$ cat config.mk
export PLATFORM = sky130hd
export DESIGN_NAME = battery_and_button_power_supervisor_flat
export DESIGN_NICKNAME = d
export VERILOG_FILES = /design/src/rtl/bbps_pkg.sv /design/src/rtl/bbps_chan_if.sv /design/src/rtl/battery_and_button_power_supervisor.sv /design/src/rtl/bbps_ctrl.sv /design/src/rtl/bbps_datapath.sv /design/src/flat_wrapper.sv
export SDC_FILE = /design/constraint.sdc
export NUM_CORES = 1
export LEC_CHECK = 0
export ABC_AREA = 1
export BUFFER_PORTS_ARGS = -buffer_cell sky130_fd_sc_hd__buf_2
export CAP_MARGIN = 20
export CELL_PAD_IN_SITES_DETAIL_PLACEMENT = 1
export CELL_PAD_IN_SITES_GLOBAL_PLACEMENT = 1
export CORE_ASPECT_RATIO = 0.75
export CORE_UTILIZATION = 51
export DETAILED_ROUTE_END_ITERATION = 8
export GPL_TIMING_DRIVEN = 0
export PLACE_DENSITY_LB_ADDON = 0.1
export SYNTH_ARGS = -nofsm -noshare
export SYNTH_HDL_FRONTEND = slang
export SYNTH_HIERARCHICAL = 1
export SYNTH_SLANG_ARGS = --single-unit
$ cat constraint.sdc
create_clock -name clk -period 11.5 [get_ports clk]
set_clock_uncertainty 0.15 [all_clocks]
set_input_delay 1.725 -clock clk [delete_from_list [all_inputs] [get_ports clk]]
set_output_delay 1.725 -clock clk [all_outputs]
set_load 0.005 [all_outputs]
$ cat src/rtl/bbps_pkg.sv
// Shared types and constants for the battery and button power supervisor.
// No dependencies.
package bbps_pkg;

  localparam int CFG_INDEX_W = 3;
  localparam int CFG_DATA_W  = 16;

  localparam logic [CFG_INDEX_W-1:0] REG_AVERAGE_PERIOD = 3'd0;
  localparam logic [CFG_INDEX_W-1:0] REG_OK_THRESHOLD   = 3'd1;
  localparam logic [CFG_INDEX_W-1:0] REG_LOW_THRESHOLD  = 3'd2;
  localparam logic [CFG_INDEX_W-1:0] REG_CRIT_THRESHOLD = 3'd3;
  localparam logic [CFG_INDEX_W-1:0] REG_HOLD_TIME      = 3'd4;

  localparam logic [15:0] RST_AVERAGE_PERIOD = 16'd2500;
  localparam logic [15:0] RST_OK_THRESHOLD   = 16'd6000;
  localparam logic [15:0] RST_LOW_THRESHOLD  = 16'd5400;
  localparam logic [15:0] RST_CRIT_THRESHOLD = 16'd4800;
  localparam logic [15:0] RST_HOLD_TIME      = 16'd5000;

  localparam logic [1:0] REASON_NONE = 2'd0;
  localparam logic [1:0] REASON_HOLD = 2'd1;
  localparam logic [1:0] REASON_CRIT = 2'd2;

  typedef struct packed {
    logic [31:0] now_ms;
    logic        button_down;
    logic [15:0] sample_mv;
  } tick_t;

  typedef struct packed {
    logic [15:0] average_out_mv;
    logic        battery_low_flag;
    logic        button_flag;
    logic        stop_request;
    logic [1:0]  power_off_reason;
  } status_t;

  typedef enum logic [2:0] {
    ST_IDLE,
    ST_PREP,
    ST_MUL_A,
    ST_MUL_B,
    ST_DIV,
    ST_EMIT
  } state_t;

  typedef struct packed {
    logic capture;
    logic prep;
    logic mul_a;
    logic mul_b;
    logic div_step;
    logic emit;
  } cmd_t;

  typedef struct packed {
    logic loaded;
    logic div_last;
    logic out_free;
  } dp_status_t;

endpackage

$ cat src/rtl/bbps_chan_if.sv
// Valid/ready channel carrying one payload per transaction.
// Payload type is set per instance; no other dependencies.
interface bbps_chan_if #(
  parameter type payload_t = logic
) ();
  logic     valid;
  logic     ready;
  payload_t data;

  modport source (output valid, output data, input ready);
  modport sink   (input valid, input data, output ready);
endinterface

$ cat src/rtl/battery_and_button_power_supervisor.sv
// Battery and button power supervisor. One tick transaction in gives one
// status transaction out. A tick occupies the block from acceptance to the
// result being loaded into the output register (capture, prep, two multiply
// steps, a 16-step restoring divide by the period, emit); the very first
// tick after reset skips the average math and goes from prep to emit. A
// new tick is accepted the cycle after the result is loaded, while that
// result may still wait downstream.
// Depends on bbps_pkg, bbps_chan_if, bbps_ctrl and bbps_datapath.
module battery_and_button_power_supervisor
  import bbps_pkg::*;
#(
  parameter int TIME_BITS = 32
) (
  input  logic                   clk,
  input  logic                   rst,
  input  logic                   cfg_we,
  input  logic [CFG_INDEX_W-1:0] cfg_index,
  input  logic [CFG_DATA_W-1:0]  cfg_data,
  bbps_chan_if.sink              tick,
  bbps_chan_if.source            status
);

  cmd_t       cmd;
  dp_status_t dp_status;
  tick_t      tick_data;
  status_t    status_data;

  assign tick_data   = tick.data;
  assign status.data = status_data;

  bbps_ctrl u_ctrl (
    .clk        (clk),
    .rst        (rst),
    .tick_valid (tick.valid),
    .tick_ready (tick.ready),
    .status     (dp_status),
    .cmd        (cmd)
  );

  bbps_datapath #(
    .TIME_BITS (TIME_BITS)
  ) u_datapath (
    .clk       (clk),
    .rst       (rst),
    .cfg_we    (cfg_we),
    .cfg_index (cfg_index),
    .cfg_data  (cfg_data),
    .tick_data (tick_data),
    .cmd       (cmd),
    .status    (dp_status),
    .out_valid (status.valid),
    .out_ready (status.ready),
    .out_data  (status_data)
  );

endmodule

$ cat src/rtl/bbps_ctrl.sv
// Sequencing state machine for the power supervisor.
// Depends on bbps_pkg; drives commands into bbps_datapath.
module bbps_ctrl
  import bbps_pkg::*;
(
  input  logic       clk,
  input  logic       rst,
  input  logic       tick_valid,
  output logic       tick_ready,
  input  dp_status_t status,
  output cmd_t       cmd
);

  state_t state, state_next;

  always_ff @(posedge clk) begin
    if (rst) begin
      state <= ST_IDLE;
    end else begin
      state <= state_next;
    end
  end

  always_comb begin
    state_next = state;
    unique case (state)
      ST_IDLE:  if (tick_valid) state_next = ST_PREP;
      ST_PREP:  state_next = status.loaded ? ST_MUL_A : ST_EMIT;
      ST_MUL_A: state_next = ST_MUL_B;
      ST_MUL_B: state_next = ST_DIV;
      ST_DIV:   if (status.div_last) state_next = ST_EMIT;
      ST_EMIT:  if (status.out_free) state_next = ST_IDLE;
      default:  state_next = ST_IDLE;
    endcase
  end

  always_comb begin
    cmd        = '0;
    tick_ready = 1'b0;
    unique case (state)
      ST_IDLE: begin
        tick_ready  = 1'b1;
        cmd.capture = tick_valid;
      end
      ST_PREP:  cmd.prep     = 1'b1;
      ST_MUL_A: cmd.mul_a    = 1'b1;
      ST_MUL_B: cmd.mul_b    = 1'b1;
      ST_DIV:   cmd.div_step = 1'b1;
      ST_EMIT:  cmd.emit     = status.out_free;
      default: ;
    endcase
  end

endmodule

$ cat src/rtl/bbps_datapath.sv
// Datapath: config registers, button timing, weighted average with a
// shared multiplier and a serial divider, thresholds and output register.
// Depends on bbps_pkg; sequenced by bbps_ctrl.
module bbps_datapath
  import bbps_pkg::*;
#(
  parameter int TIME_BITS = 32
) (
  input  logic                   clk,
  input  logic                   rst,
  input  logic                   cfg_we,
  input  logic [CFG_INDEX_W-1:0] cfg_index,
  input  logic [CFG_DATA_W-1:0]  cfg_data,
  input  tick_t                  tick_data,
  input  cmd_t                   cmd,
  output dp_status_t             status,
  output logic                   out_valid,
  input  logic                   out_ready,
  output status_t                out_data
);

  logic [15:0] average_period;
  logic [15:0] ok_threshold;
  logic [15:0] low_threshold;
  logic [15:0] crit_threshold;
  logic [15:0] hold_time;

  logic [TIME_BITS-1:0] previous_time;
  logic [TIME_BITS-1:0] press_start_time;
  logic                 button_held;
  logic [15:0]          average_mv;
  logic                 average_loaded;
  logic                 low_flag;

  logic [TIME_BITS-1:0] now_t;
  logic                 down;
  logic [15:0]          sample;
  logic [15:0]          period;
  logic [15:0]          dt;
  logic                 hold_off;
  logic                 stop;
  logic [31:0]          prod;
  logic [15:0]          rem;
  logic [15:0]          quo;
  logic [3:0]           div_cnt;

  logic [TIME_BITS-1:0] held_time;
  logic [TIME_BITS-1:0] gap;
  logic [15:0]          period_nz;
  logic [15:0]          dt_next;
  logic [15:0]          mul_x;
  logic [15:0]          mul_y;
  logic [31:0]          product;
  logic [31:0]          sum;
  logic [16:0]          trial;
  logic                 fits;
  logic [15:0]          rem_next;
  logic [15:0]          quo_next;
  logic                 crit;
  logic                 low_next;

  always_ff @(posedge clk) begin
    if (rst) begin
      average_period <= RST_AVERAGE_PERIOD;
      ok_threshold   <= RST_OK_THRESHOLD;
      low_threshold  <= RST_LOW_THRESHOLD;
      crit_threshold <= RST_CRIT_THRESHOLD;
      hold_time      <= RST_HOLD_TIME;
    end else if (cfg_we) begin
      unique case (cfg_index)
        REG_AVERAGE_PERIOD: average_period <= cfg_data;
        REG_OK_THRESHOLD:   ok_threshold   <= cfg_data;
        REG_LOW_THRESHOLD:  low_threshold  <= cfg_data;
        REG_CRIT_THRESHOLD: crit_threshold <= cfg_data;
        REG_HOLD_TIME:      hold_time      <= cfg_data;
        default: ;
      endcase
    end
  end

  always_comb begin
    held_time = now_t - press_start_time;
    gap       = now_t - previous_time;
    period_nz = (average_period == 16'd0) ? 16'd1 : average_period;
    dt_next   = (gap > TIME_BITS'(period_nz)) ? period_nz : gap[15:0];

    mul_x   = cmd.mul_b ? sample : average_mv;
    mul_y   = cmd.mul_b ? dt : 16'(period - dt);
    product = mul_x * mul_y;
    sum     = prod + product;

    trial    = {rem, quo[15]};
    fits     = trial >= {1'b0, period};
    rem_next = fits ? 16'(trial - {1'b0, period}) : trial[15:0];
    quo_next = {quo[14:0], fits};

    crit     = average_mv <= crit_threshold;
    low_next = low_flag;
    if (average_mv <= low_threshold) begin
      low_next = 1'b1;
    end else if (average_mv >= ok_threshold) begin
      low_next = 1'b0;
    end
  end

  always_ff @(posedge clk) begin
    if (cmd.capture) begin
      now_t  <= TIME_BITS'(tick_data.now_ms);
      down   <= tick_data.button_down;
      sample <= tick_data.sample_mv;
    end
    if (cmd.prep) begin
      period   <= period_nz;
      dt       <= dt_next;
      hold_off <= down && button_held && (held_time > TIME_BITS'(hold_time));
      stop     <= down && !button_held;
    end
    if (cmd.mul_a) begin
      prod <= product;
    end
    if (cmd.mul_b) begin
      rem <= sum[31:16];
      quo <= sum[15:0];
    end else if (cmd.div_step) begin
      rem <= rem_next;
      quo <= quo_next;
    end
    if (cmd.emit) begin
      out_data.average_out_mv   <= average_mv;
      out_data.battery_low_flag <= low_next;
      out_data.button_flag      <= button_held;
      out_data.stop_request     <= stop;
      out_data.power_off_reason <= hold_off ? REASON_HOLD :
                                   (crit ? REASON_CRIT : REASON_NONE);
    end
  end

  always_ff @(posedge clk) begin
    if (rst) begin
      previous_time    <= '0;
      press_start_time <= '0;
      button_held      <= 1'b0;
      average_mv       <= '0;
      average_loaded   <= 1'b0;
      low_flag         <= 1'b0;
      div_cnt          <= '0;
      out_valid        <= 1'b0;
    end else begin
      if (cmd.prep) begin
        previous_time <= now_t;
        if (!down) begin
          button_held <= 1'b0;
        end else if (!button_held) begin
          button_held      <= 1'b1;
          press_start_time <= now_t;
        end
        if (!average_loaded) begin
          average_mv     <= sample;
          average_loaded <= 1'b1;
        end
      end
      if (cmd.mul_b) begin
        div_cnt <= '0;
      end else if (cmd.div_step) begin
        div_cnt <= div_cnt + 4'd1;
        if (div_cnt == 4'd15) begin
          average_mv <= quo_next;
        end
      end
      if (cmd.emit) begin
        low_flag  <= low_next;
        out_valid <= 1'b1;
      end else if (out_ready) begin
        out_valid <= 1'b0;
      end
    end
  end

  assign status.loaded   = average_loaded;
  assign status.div_last = div_cnt == 4'd15;
  assign status.out_free = !out_valid || out_ready;

endmodule

$ cat src/flat_wrapper.sv
// flat-port wrapper written by rule: the top's interface ports become plain ports
module battery_and_button_power_supervisor_flat import bbps_pkg::*;
#(
  parameter int TIME_BITS = 32
)
  (clk, rst, cfg_we, cfg_index, cfg_data, tick_valid, tick_data, tick_ready, status_valid, status_data, status_ready);
  bbps_chan_if tick_i ();
  bbps_chan_if status_i ();
  input  logic clk;
  input  logic rst;
  input  logic cfg_we;
  input  logic [CFG_INDEX_W-1:0] cfg_index;
  input  logic [CFG_DATA_W-1:0] cfg_data;
  input wire logic [$bits(tick_i.valid)-1:0] tick_valid;
  input wire logic [$bits(tick_i.data)-1:0] tick_data;
  output wire logic [$bits(tick_i.ready)-1:0] tick_ready;
  output wire logic [$bits(status_i.valid)-1:0] status_valid;
  output wire logic [$bits(status_i.data)-1:0] status_data;
  input wire logic [$bits(status_i.ready)-1:0] status_ready;
  assign tick_i.valid = tick_valid;
  assign tick_i.data = tick_data;
  assign tick_ready = tick_i.ready;
  assign status_valid = status_i.valid;
  assign status_data = status_i.data;
  assign status_i.ready = status_ready;
  battery_and_button_power_supervisor #(.TIME_BITS(TIME_BITS)) u_core (.clk(clk), .rst(rst), .cfg_we(cfg_we), .cfg_index(cfg_index), .cfg_data(cfg_data), .tick(tick_i), .status(status_i));
endmodule
## After elaboration in Yosys (flattened, before gate mapping)

Cells that the tools add are included.

- Flip-flop bits (word level): 9
- Word-level logic and storage cells: 32

- Add/subtract/negate cells: 1
- Equality and inequality tests: 9
- Muxes and demuxes: 12
- Reduce and logical (&&, ||, !) cells: 6

Operator list:

| cell | number |
|---|---|
| $pmux 3 s6 | 1 |
| $mux 3 | 4 |
| $mux 1 | 7 |
| $eq 3x2->1 const B | 2 |
| $eq 3x3->1 const B | 2 |
| $add 4x1->4 const B | 1 |
| $eq 4x4->1 const B | 1 |
| $ne 2x2->1 const B | 2 |
| $eq 3x1->1 const B | 1 |
| $logic_not 3->1 | 1 |
| $reduce_and 3->1 | 1 |
| $ne 2x1->1 const B | 1 |
| $reduce_bool 2->1 | 1 |
| $reduce_or 2->1 | 1 |
| $logic_not 1->1 | 1 |
| $logic_or 1x1->1 | 1 |

## Depth between registers and ports, before layout

Gate-level depths: netlist of run 1.

- Word-level depth: 4
- Mapped depth: 24

## Modules after synthesis

The synthesis of run 1 kept the hierarchy.

Modules (own cells, without submodules):

| module | instances | cells each | area each (µm²) | seq. area each (µm²) |
|---|---|---|---|---|
| bbps_datapath | 1 | 4002 | 30410.4 | 8408.1 |
| bbps_ctrl | 1 | 41 | 235.2 | 60.1 |
| battery_and_button_power_supervisor | 1 | 1 | 3.8 | 0.0 |

## Least setup slack after synthesis of run 1

OpenSTA, ideal clock, no wires.

- Path kind: flip-flop to flip-flop
- Start: register u_core/u_datapath/dt[0] (netlist name)
- End: register u_core/u_datapath/rem[12] (netlist name)
- Library setup time: 258 ps
- Arrival time: 7802 ps
- Required time: 11092 ps
- Setup slack: 3290 ps
- Cell stages (with the launch flop): 40
- Path buffers: 1
- Clock period less this slack: 8210 ps
- Cells stage by stage: edfxtp_1 > ha_1 > fa_1 > inv_1 > nand3_1 > nand2_1 > a21oi_1 > or2_2 > nand3_1 > nand2_1 > inv_1 > buf_2 > nand2_1 > fa_1 > inv_1 > fa_1 > inv_1 > fa_1 > [... 4 more ...] > fa_1 > inv_1 > ha_1 > nand2_1 > nor4_1 > a21oi_1 > o21ai_0 > a31oi_1 > xnor2_1 > ha_1 > inv_1 > o21ai_0 > a21boi_0 > o221ai_1 > a21oi_1 > nand2_1 > o21ai_0 > nand2_1

==> results of run 1 <==
[worst max-delay path, delay by kind of cell (launching register included)]
| kind | cells | cell delay, ns |
|---|---|---|
| compound gates | 1 | 0.20 |
| xor+xnor | 1 | 0.19 |
| fa+ha+maj | 2 | 0.68 |
| buf+inv | 2 | 0.10 |
| flops | 1 | 0.44 |
| simple gates | 14 | 1.99 |
[stage by stage]
step | hold WS (ns) | power (mW)
detailed placement | 0.296 | 1.30
finish | 0.306 | 1.65
global placement | 0.259 | 1.23
floorplan | 0.250 | 1.05
global route | 0.310 | 1.77
CTS | 0.309 | 1.63
[flip-flops by register name, indices dropped and copies added (netlist names)]
register	cells
u_core/u_datapath/press_start_time	32
u_core/u_datapath/now_t	32
u_core/u_datapath/average_loaded	1
u_core/u_datapath/down	1
u_core/u_datapath/div_cnt	4
u_core/u_datapath/button_held	1
u_core/u_ctrl/state	3
u_core/u_datapath/hold_time	16
u_core/u_datapath/out_valid	1
u_core/u_datapath/out_data	1
u_core/u_datapath/hold_off	1
[worst min path at each step]
stage                                      from                                to  slack, ns  cells past startpoint
2_1_floorplan        u_core/u_datapath/hold_off     u_core/u_datapath/out_data[0]       0.25                      0
6_report       u_core/u_datapath/average_loaded  u_core/u_datapath/average_loaded       0.31                      2
5_1_grt              u_core/u_datapath/hold_off     u_core/u_datapath/out_data[0]       0.31                      0
3_3_place_gp         u_core/u_datapath/hold_off     u_core/u_datapath/out_data[0]       0.26                      0
4_1_cts        u_core/u_datapath/average_loaded  u_core/u_datapath/average_loaded       0.31                      2
3_5_place_dp         u_core/u_datapath/hold_off     u_core/u_datapath/out_data[0]       0.30                      0
[power by group through the flow]
stage,Clock (mW),Sequential [mW],Combinational [mW]
global placement,0,0.455,0.778
finish,0.308,0.455,0.884
global route,0.327,0.460,0.985
detailed placement,0,0.460,0.837
CTS,0.313,0.454,0.866
floorplan,0,0.448,0.604
[cell type report]
cell class              instances  area [sq um]  area share
multi-input cells             601          3130       0.473
flip-flops and latches         93          2210       0.334
inverters                     150           563      0.0850
clock buffers                  10           229      0.0345
well taps                     140           175      0.0264
repair buffers                 26           130      0.0196
plain buffers                  28           109      0.0164
clock inverters                 6          75.1      0.0113
diodes                          1          2.50    0.000378
[per-layer routing]
layer	up-vias	wire length, um	global-route usage
li1	2792	-	-
met1	2771	8700	0.416
met2	103	8310	0.540
met3	25	691	0.0522
met4	0	352	0.102
met5	-	0	0
==> run metrics, run 1 <==
Net Switching=between 700 and 800 uW; synthesized area per cell=around 7 sq um; first-pass GRT wire length=slightly below 30 mm; Core ar.=about 11000 sq um; # Post-CTS Setup Buffers=0; startpoint types=register; CP Data Required Time=roughly 11 ns; crit-path max FO=4; Final min period=3.98 ns; Power per Cell Area=between 200 and 250 nW/um^2; Synth Cell Area=between 5000 and 6000 sq um; fin cells=about 1.1k; Final WS setup=roughly 7.5 ns; DP Area=between 6000 and 7000 sq um; CP most frequent cell=nand2_1; drt pass-1 iters=4; critical path endpoint=u_core/u_datapath/hold_off; residual DRC count=0; Layout Utilization=0.599; worst reg2reg path endpoint=u_core/u_datapath/hold_off; Hold/Removal Path Class=reg -> reg; Die Footprint=approximately 12000 sq um; sequential share of power=0.276; initial antenna violation count=1; via density per instance=around 5.4; I/O pins=28; Routed WL per cell=17.1 um; GR Util All Layers=0.318; Pleak=between 3 and 4 nW; final HPWL from detailed placement=around 14 mm; CTS tree=done; layout cell share with drive strength beyond 1=0.0558; via count=around 5.7k; commonest non-fill, non-tap cell in the layout=nand2_1; Port Buffers=26; area grow syn2layout=12.6%; largest net degree at the start of global routing=34; post-cts sizing count=0; outcome=finished clean; Fin. Hold Viols=0; CTS Buffer Depth=2; Slew Viols, Final=0; Setup Viol. Count Final=0; period utilization=0.346; RSZ-0062 raised after global routing=false; clock share of power=0.187; H-tree Lvls=3; Row Count=33; number of global-route vias before repair=5837; max incr delay on CP=about 0.44 ns; reg-to-reg slack, setup=approximately 7.5 ns; area of all placed cells without fillers=between 6000 and 7000 sq um; Max-cap violations=0; pre-CTS WS=~7.6 ns; CTS root buf=clkbuf_16; cts bufs inserted=9; initial core utilization=0.532; VDD IR max=0.000118 V; Slew @ Worst Pin=around 1 ns; critical path endpoint category=register; most frequent cells in the layout=212 x nand2_1, 147 x inv_1, 82 x a21oi_1, 61 x nor2_1, 58 x dfxtp_1; nets@finish=983; Syn. warnings=6; crit-path cells=ha_1 > nand2_1 > inv_1 > a21oi_1 > nand3_1 > nand2_1 > nand3_1 > xor2_1 > ha_1 > nand2_1 > nor4_1 > nand3_1 > nand2_1 > nand2_1 > nor2_1 > nand3_1 > nor2_1 > nand3_1 > nand2_1 > inv_1; Routed Antenna Nets=0; Die Y-Extent=approximately 95 um; GRT overflow=0; Slew headroom=0.332; clock sinks=between 90 and 100; Fill cells=1504; dpl cells=1038; hold buffers post-CTS=0; clock latency at the later pin of the worst-skew pair=0.35 ns; worst reg-to-reg path cell count=20; post-route setup TNS=0 ns; critical path arrival=between 3 and 4 ns; Critical-path top delay cell=edfxtp_1; FF-to-FF Start=u_core/u_datapath/now_t[8]; Worst Setup SP=u_core/u_datapath/now_t[8]; 1st-iter DRT viols=roughly 400; final wirelength=18.1 mm; GP Congestion=just over 0.9; cell-internal power=a little under 900 uW; Post-Syn Instances=between 800 and 900; combinational power share=0.537; Clock Pin Slew Worst Setup and Hold Paths=0.07 ns; fmax=between 200 and 300 MHz; critical path type=reg -> reg; sw frac=0.468; Die W=around 130 um
(Power assumes the default switching activity.)
==> inputs of run 2 (changes only) <==
==> constraint.sdc (replaced) <==
create_clock -name clk -period 4.1 [get_ports clk]
set_clock_uncertainty 0.15 [all_clocks]
set_input_delay 0.615 -clock clk [delete_from_list [all_inputs] [get_ports clk]]
set_output_delay 0.615 -clock clk [all_outputs]
set_load 0.005 [all_outputs]
==> run 2 against run 1 <==
  * Global-route usage is the same
  * Highest routed layer unchanged
  * Via count increased by 0.47%
  * Sequential power grew to 2.8 times the previous value
  * Total power grew to 2.8 times the previous value
  * Clock power grew to 2.8 times the previous value
==> run metrics, run 2 (same netlist as run 1, synthesis figures left out) <==
outcome=finished clean; nets@finish=slightly below 1k; via count=5718; Die Y-Extent=about 95 um; startpoint types=register; H-tree Lvls=3; period utilization=0.942; Final min period=3.86 ns; multi-input gate area in the final layout=around 3200 sq um; Slew @ Worst Pin=roughly 1 ns; largest net degree at the start of global routing=34; via density per instance=5.42; clock share of power=0.185; clock latency at the later pin of the worst-skew pair=between 0.3 and 0.4 ns; hold_sp=u_core/u_datapath/average_loaded; final wirelength=roughly 18 mm; Slew Viols, Final=0; Net Switching=around 2.2 mW; GP Congestion=between 0.9 and 1; Die W=between 100 and 150 um; 1st-iter DRT viols=about 300; initial core utilization=0.532; Pleak=about 3.2 nW; sw frac=0.472; reg-to-reg slack, setup=between 0.2 and 0.25 ns; critical path endpoint category=register; cts bufs inserted=9; critical path arrival=about 3.8 ns; cell-internal power=2.47 mW; most frequent cells in the layout=212 x nand2_1, 147 x inv_1, 80 x a21oi_1, 61 x nor2_1, 58 x dfxtp_1; Fin. Hold Viols=0; CTS Buffer Depth=2; Setup Viol. Count Final=0; residual DRC count=0; combinational power share=0.542; drt pass-1 iters=5; first-pass GRT wire length=a little under 30 mm; Crit path buffers/inverters=3; VDD IR max=approximately 0.00033 V; layout cell share with drive strength beyond 1=0.0624; worst reg-to-reg path cell count=21; worst reg2reg path endpoint=u_core/u_datapath/hold_off; final HPWL from detailed placement=~14 mm; sequential share of power=0.273; Routed WL per cell=between 15 and 20 um; Max-cap violations=0; CTS tree=done; Seq. cell area=~2200 sq um; Routed Antenna Nets=0; hold path endpoint=u_core/u_datapath/average_loaded; commonest non-fill, non-tap cell in the layout=nand2_1; clock sinks=slightly above 90; CP Data Required Time=~4.1 ns; crit-path cells=inv_1 > ha_1 > inv_1 > fa_1 > nand3_1 > nand3_2 > nand2_1 > nand3_1 > xor2_1 > ha_1 > nand2_1 > nor4_4 > nand3_1 > nand2_1 > nand2_1 > nor2_1 > nand3_1 > nor2_1 > nand3_1 > nand2_1 > inv_1; GRT overflow=0; Row Count=33; hold buffers post-CTS=0; FF-to-FF Start=u_core/u_datapath/now_t[0]; I/O pins=28; critical path type=reg -> reg; Critical-path top delay cell=fa_1; area grow syn2layout=13.2%; Top delay family on crit path=simple AND/OR/NAND/NOR gates; GR Util All Layers=0.318; Power per Cell Area=between 700 and 800 nW/um^2; RSZ-0062 raised after global routing=false; number of global-route vias before repair=5837; Core ar.=roughly 11000 sq um; CTS root buf=clkbuf_16; crit-path max FO=4; Die Footprint=12000 sq um; Power Total=between 4 and 5 mW; max incr delay on CP=around 0.43 ns; initial antenna violation count=1; Slew headroom=0.333; Fill cells=approximately 1.5k; # Post-CTS Setup Buffers=0; WHS Path Cells=2; top flop regs=u_core/u_datapath/now_t (32), u_core/u_datapath/press_start_time (32), u_core/u_datapath/hold_time (16); Hold/Removal Path Class=reg -> reg; fmax=~260 MHz; post-route setup TNS=0 ns; Port Buffers=26; Clock Pin Slew Worst Setup and Hold Paths=around 0.070 ns
## run 2: cell counts in the layout (fill, tap and decap cells not counted)
No cell type changed its count.
## run 2: worst max-delay path by stage
stage | end | slack, ns | start | depth (start not counted)
after detailed placement | u_core/u_datapath/hold_off | 0.22 | u_core/u_datapath/now_t[0] | 21
after global placement | u_core/u_datapath/hold_off | 0.28 | u_core/u_datapath/now_t[0] | 21
final | u_core/u_datapath/hold_off | 0.24 | u_core/u_datapath/now_t[0] | 21
after CTS | u_core/u_datapath/hold_off | 0.17 | u_core/u_datapath/now_t[0] | 21
after global routing | u_core/u_datapath/hold_off | 0.001 | u_core/u_datapath/now_t[0] | 21
after floorplan | u_core/u_datapath/hold_off | 0.90 | u_core/u_datapath/now_t[0] | 21
## run 2: cell type report
cell class / instances / area share
Antenna cell: 1 / 0.000375
Buffer: 28 / 0.0163
Clock buffer: 10 / 0.0343
Clock inverter: 6 / 0.0113
Inverter: 150 / 0.0844
Multi-Input combinational cell: 601 / 0.476
Sequential cell: 93 / 0.332
Tap cell: 140 / 0.0263
Timing Repair Buffer: 26 / 0.0195
## run 2: power groups by stage
stage	logic [mW]	registers (mW)	clock network, mW
final	2.53	1.28	0.863
after detailed placement	2.35	1.29	0
after global routing	2.81	1.29	0.915
after floorplan	1.69	1.26	0
after CTS	2.43	1.27	0.879
after global placement	2.18	1.28	0
## run 2: metrics by stage
stage / hold slack, ns / instance area (sq um) / util / worst slack [ns] / std cells
after floorplan: 0.250 / 6010 / - / 0.903 / 872
after global placement: 0.259 / 6310 / 0.571 / 0.282 / 1038
after detailed placement: 0.296 / 6320 / 0.571 / 0.216 / 1038
after CTS: 0.309 / 6630 / 0.599 / 0.165 / 1054
after global routing: 0.310 / 6670 / 0.603 / 0.00100 / 1055
final: 0.306 / 6670 / 0.603 / 0.238 / 1055
## run 2: worst reg2reg max path, delay by kind of cell, from the launching register on
kind                     cells  cell delay (ns)
XOR/XNOR                     1             0.19
adder cells (fa/ha/maj)      3             0.87
buffers and inverters        3             0.23
AND/OR/NAND/NOR             14             1.81
flip-flops                   1             0.39
## run 2: repair_timing
item                                    CTS  global route
resized for setup                         0             7
endpoints found under the setup margin    0             1
hold endpoints to repair                  0             0
## run 2: routing by layer
| layer | track usage | part of all wire | wire (um) |
|---|---|---|---|
| met5 | 0 | 0 | 0 |
| met4 | 0.102 | 0.019 | 352 |
| met2 | 0.540 | 0.46 | 8360 |
| met3 | 0.0522 | 0.040 | 730 |
| met1 | 0.416 | 0.48 | 8710 |
==> inputs of run 3 (changes only) <==
--- a/config.mk
+++ b/config.mk
@@ -12,7 +12,9 @@
 export CELL_PAD_IN_SITES_GLOBAL_PLACEMENT = 1
 export CORE_ASPECT_RATIO = 0.75
 export CORE_UTILIZATION = 51
+export CTS_BUF_LIST = sky130_fd_sc_hd__clkbuf_16
 export DETAILED_ROUTE_END_ITERATION = 8
+export GPL_ROUTABILITY_DRIVEN = 0
 export GPL_TIMING_DRIVEN = 0
 export PLACE_DENSITY_LB_ADDON = 0.1
 export SYNTH_ARGS = -nofsm -noshare
==> run 3 against run 2 <==
  * Highest routed layer unchanged
  * Design area decreased by 0.34%
  * Setup slack got worse by 0.0066 ns
  * Largest cell class unchanged
  * Hold slack got worse by 0.018 ns
  * Clock power decreased by 0.5%
  * Sequential cell count unchanged
  * Critical path depth unchanged
  * Core utilization decreased by 0.20 points
  * Sequential share of layout area increased by 0.11 points
  * Via count about the same
  * Total power decreased by 0.53%
  * Register-to-register slack about the same
==> run metrics, run 3 (same netlist as run 1, synthesis figures left out) <==
final wirelength=approximately 18 mm; ANT cells=0; outcome=finished clean; initial antenna violation count=0; final HPWL from detailed placement=around 14 mm; worst reg-to-reg path cell count=21; Hold/Removal Path Class=reg -> reg; first-pass GRT wire length=between 20 and 30 mm; Power per Cell Area=about 700 nW/um^2; Max-cap violations=0; fin cells=1054; nets@finish=between 900 and 1k; CP most frequent cell=nand2_1; fmax=259 MHz; Final min period=3.87 ns; Die W=126 um; area grow syn2layout=12.9%; area of all placed cells without fillers=about 6600 sq um; worst reg2reg path endpoint=u_core/u_datapath/hold_off; residual DRC count=0; CTS Buffer Depth=2; Port Buffers=26; critical path endpoint category=register; I/O pins=28; dpl cells=1038; largest net degree at the start of global routing=34; crit-path cells=ha_1 > nand2_1 > nor2_1 > inv_1 > nor3_1 > nand2_1 > nand2_1 > xor2_1 > ha_1 > a21oi_1 > o21ai_0 > a21oi_1 > nand2_1 > nand2_1 > nand2_1 > nor2_1 > nand3_1 > nor2_1 > nand3_1 > nand2_1 > inv_1; H-tree Lvls=3; # Post-CTS Setup Buffers=0; layout cell share with drive strength beyond 1=0.0613; CP Data Required Time=4.07 ns; critical path type=reg -> reg; Final WS setup=~0.23 ns; GR Util All Layers=0.316; Slew headroom=0.293; Routed Antenna Nets=0; post-route setup TNS=0 ns; Top delay family on crit path=simple AND/OR/NAND/NOR gates; hold buffers post-CTS=0; Die Footprint=approximately 12000 sq um; VDD IR max=0.000338 V; Setup Viol. Count Final=0; reg-to-reg slack, setup=between 0.2 and 0.25 ns; max incr delay on CP=about 0.45 ns; Clock Pin Slew Worst Setup and Hold Paths=approximately 0.070 ns; Row Count=33; cts bufs inserted=9; Fill cells=around 1.5k; Layout Utilization=0.601; clock latency at the later pin of the worst-skew pair=~0.35 ns; Crit path buffers/inverters=2; initial core utilization=0.532; via count=5717; critical path arrival=about 3.8 ns; drt pass-1 iters=5; Worst path depth=21; crit-path max FO=4; 1st-iter DRT viols=around 330; WHS=approximately 0.29 ns; pre-CTS WS=roughly 0.24 ns; RSZ-0062 raised after global routing=false; commonest non-fill, non-tap cell in the layout=nand2_1; GRT overflow=0; Slew Viols, Final=0; Slew @ Worst Pin=approximately 1.1 ns; clock sinks=93; most frequent cells in the layout=212 x nand2_1, 148 x inv_1, 80 x a21oi_1, 61 x nor2_1, 58 x dfxtp_1; Core ar.=between 10000 and 15000 sq um; Routed WL per cell=approximately 17 um; hold path endpoint=u_core/u_datapath/out_data[0]; Pleak=about 3.2 nW; number of global-route vias before repair=roughly 5.9k; startpoint types=register; CTS root buf=clkbuf_16; period utilization=0.944; top flop regs=u_core/u_datapath/now_t (32), u_core/u_datapath/press_start_time (32), u_core/u_datapath/hold_time (16); WHS Path Cells=0; hold_sp=u_core/u_datapath/hold_off; CTS tree=done; Critical-path top delay cell=ha_1; via density per instance=between 5 and 6; Die Y-Extent=roughly 95 um; FF-to-FF Start=u_core/u_datapath/now_t[12]; DP Area=approximately 6300 sq um; Power Total=between 4 and 5 mW; Fin. Hold Viols=0
-- run 3: how the worst max path moves through the flow --
stage / startpoint / slack (ns) / to
2_1_floorplan: u_core/u_datapath/now_t[0] / 0.90 / u_core/u_datapath/hold_off
3_3_place_gp: u_core/u_datapath/now_t[0] / 0.29 / u_core/u_datapath/hold_off
3_5_place_dp: u_core/u_datapath/now_t[0] / 0.24 / u_core/u_datapath/hold_off
4_1_cts: u_core/u_datapath/now_t[0] / 0.22 / u_core/u_datapath/hold_off
5_1_grt: u_core/u_datapath/now_t[12] / 0.01 / u_core/u_datapath/hold_off
6_report: u_core/u_datapath/now_t[12] / 0.23 / u_core/u_datapath/hold_off
-- run 3: worst reg2reg max path, cell delays in order, from the launching register on --
cell	delay [ns]
edfxtp_1	0.41
ha_1	0.45
nand2_1	0.17
nor2_1	0.17
inv_1	0.08
nor3_1	0.18
nand2_1	0.09
nand2_1	0.17
xor2_1	0.25
ha_1	0.30
a21oi_1	0.15
o21ai_0	0.09
a21oi_1	0.17
nand2_1	0.08
nand2_1	0.08
nand2_1	0.06
nor2_1	0.11
nand3_1	0.08
nor2_1	0.15
nand3_1	0.12
nand2_1	0.08
inv_1	0.04
-- run 3: final cells by class --
type,instances,area (sq um),share of cell area
multi-input cells,601,3160,0.475
clock buffers,9,225,0.0339
clock inverters,7,75.1,0.0113
plain buffers,28,109,0.0164
inverters,150,563,0.0847
repair buffers,26,130,0.0196
flip-flops and latches,93,2210,0.333
well taps,140,175,0.0264
-- run 3: where the power goes --
group | internal, mW | switching (mW) | total [mW]
combinational | 0.811 | 1.70 | 2.51
clock | 0.477 | 0.382 | 0.859
sequential | 1.17 | 0.105 | 1.28
-- run 3: routing by layer --
layer  track usage  routed length [um]  vias up
li1              -                   -     2799
met1         0.403                8490     2736
met2         0.551                8490      152
met3        0.0494                 850       30
met4         0.109                 368        0
met5             0                   0        -
-- run 3: timing repair --
action                                  in CTS  in global routing
endpoints found under the setup margin       0                  1
endpoints found under the hold margin        0                  0
resized for setup                            0                  5
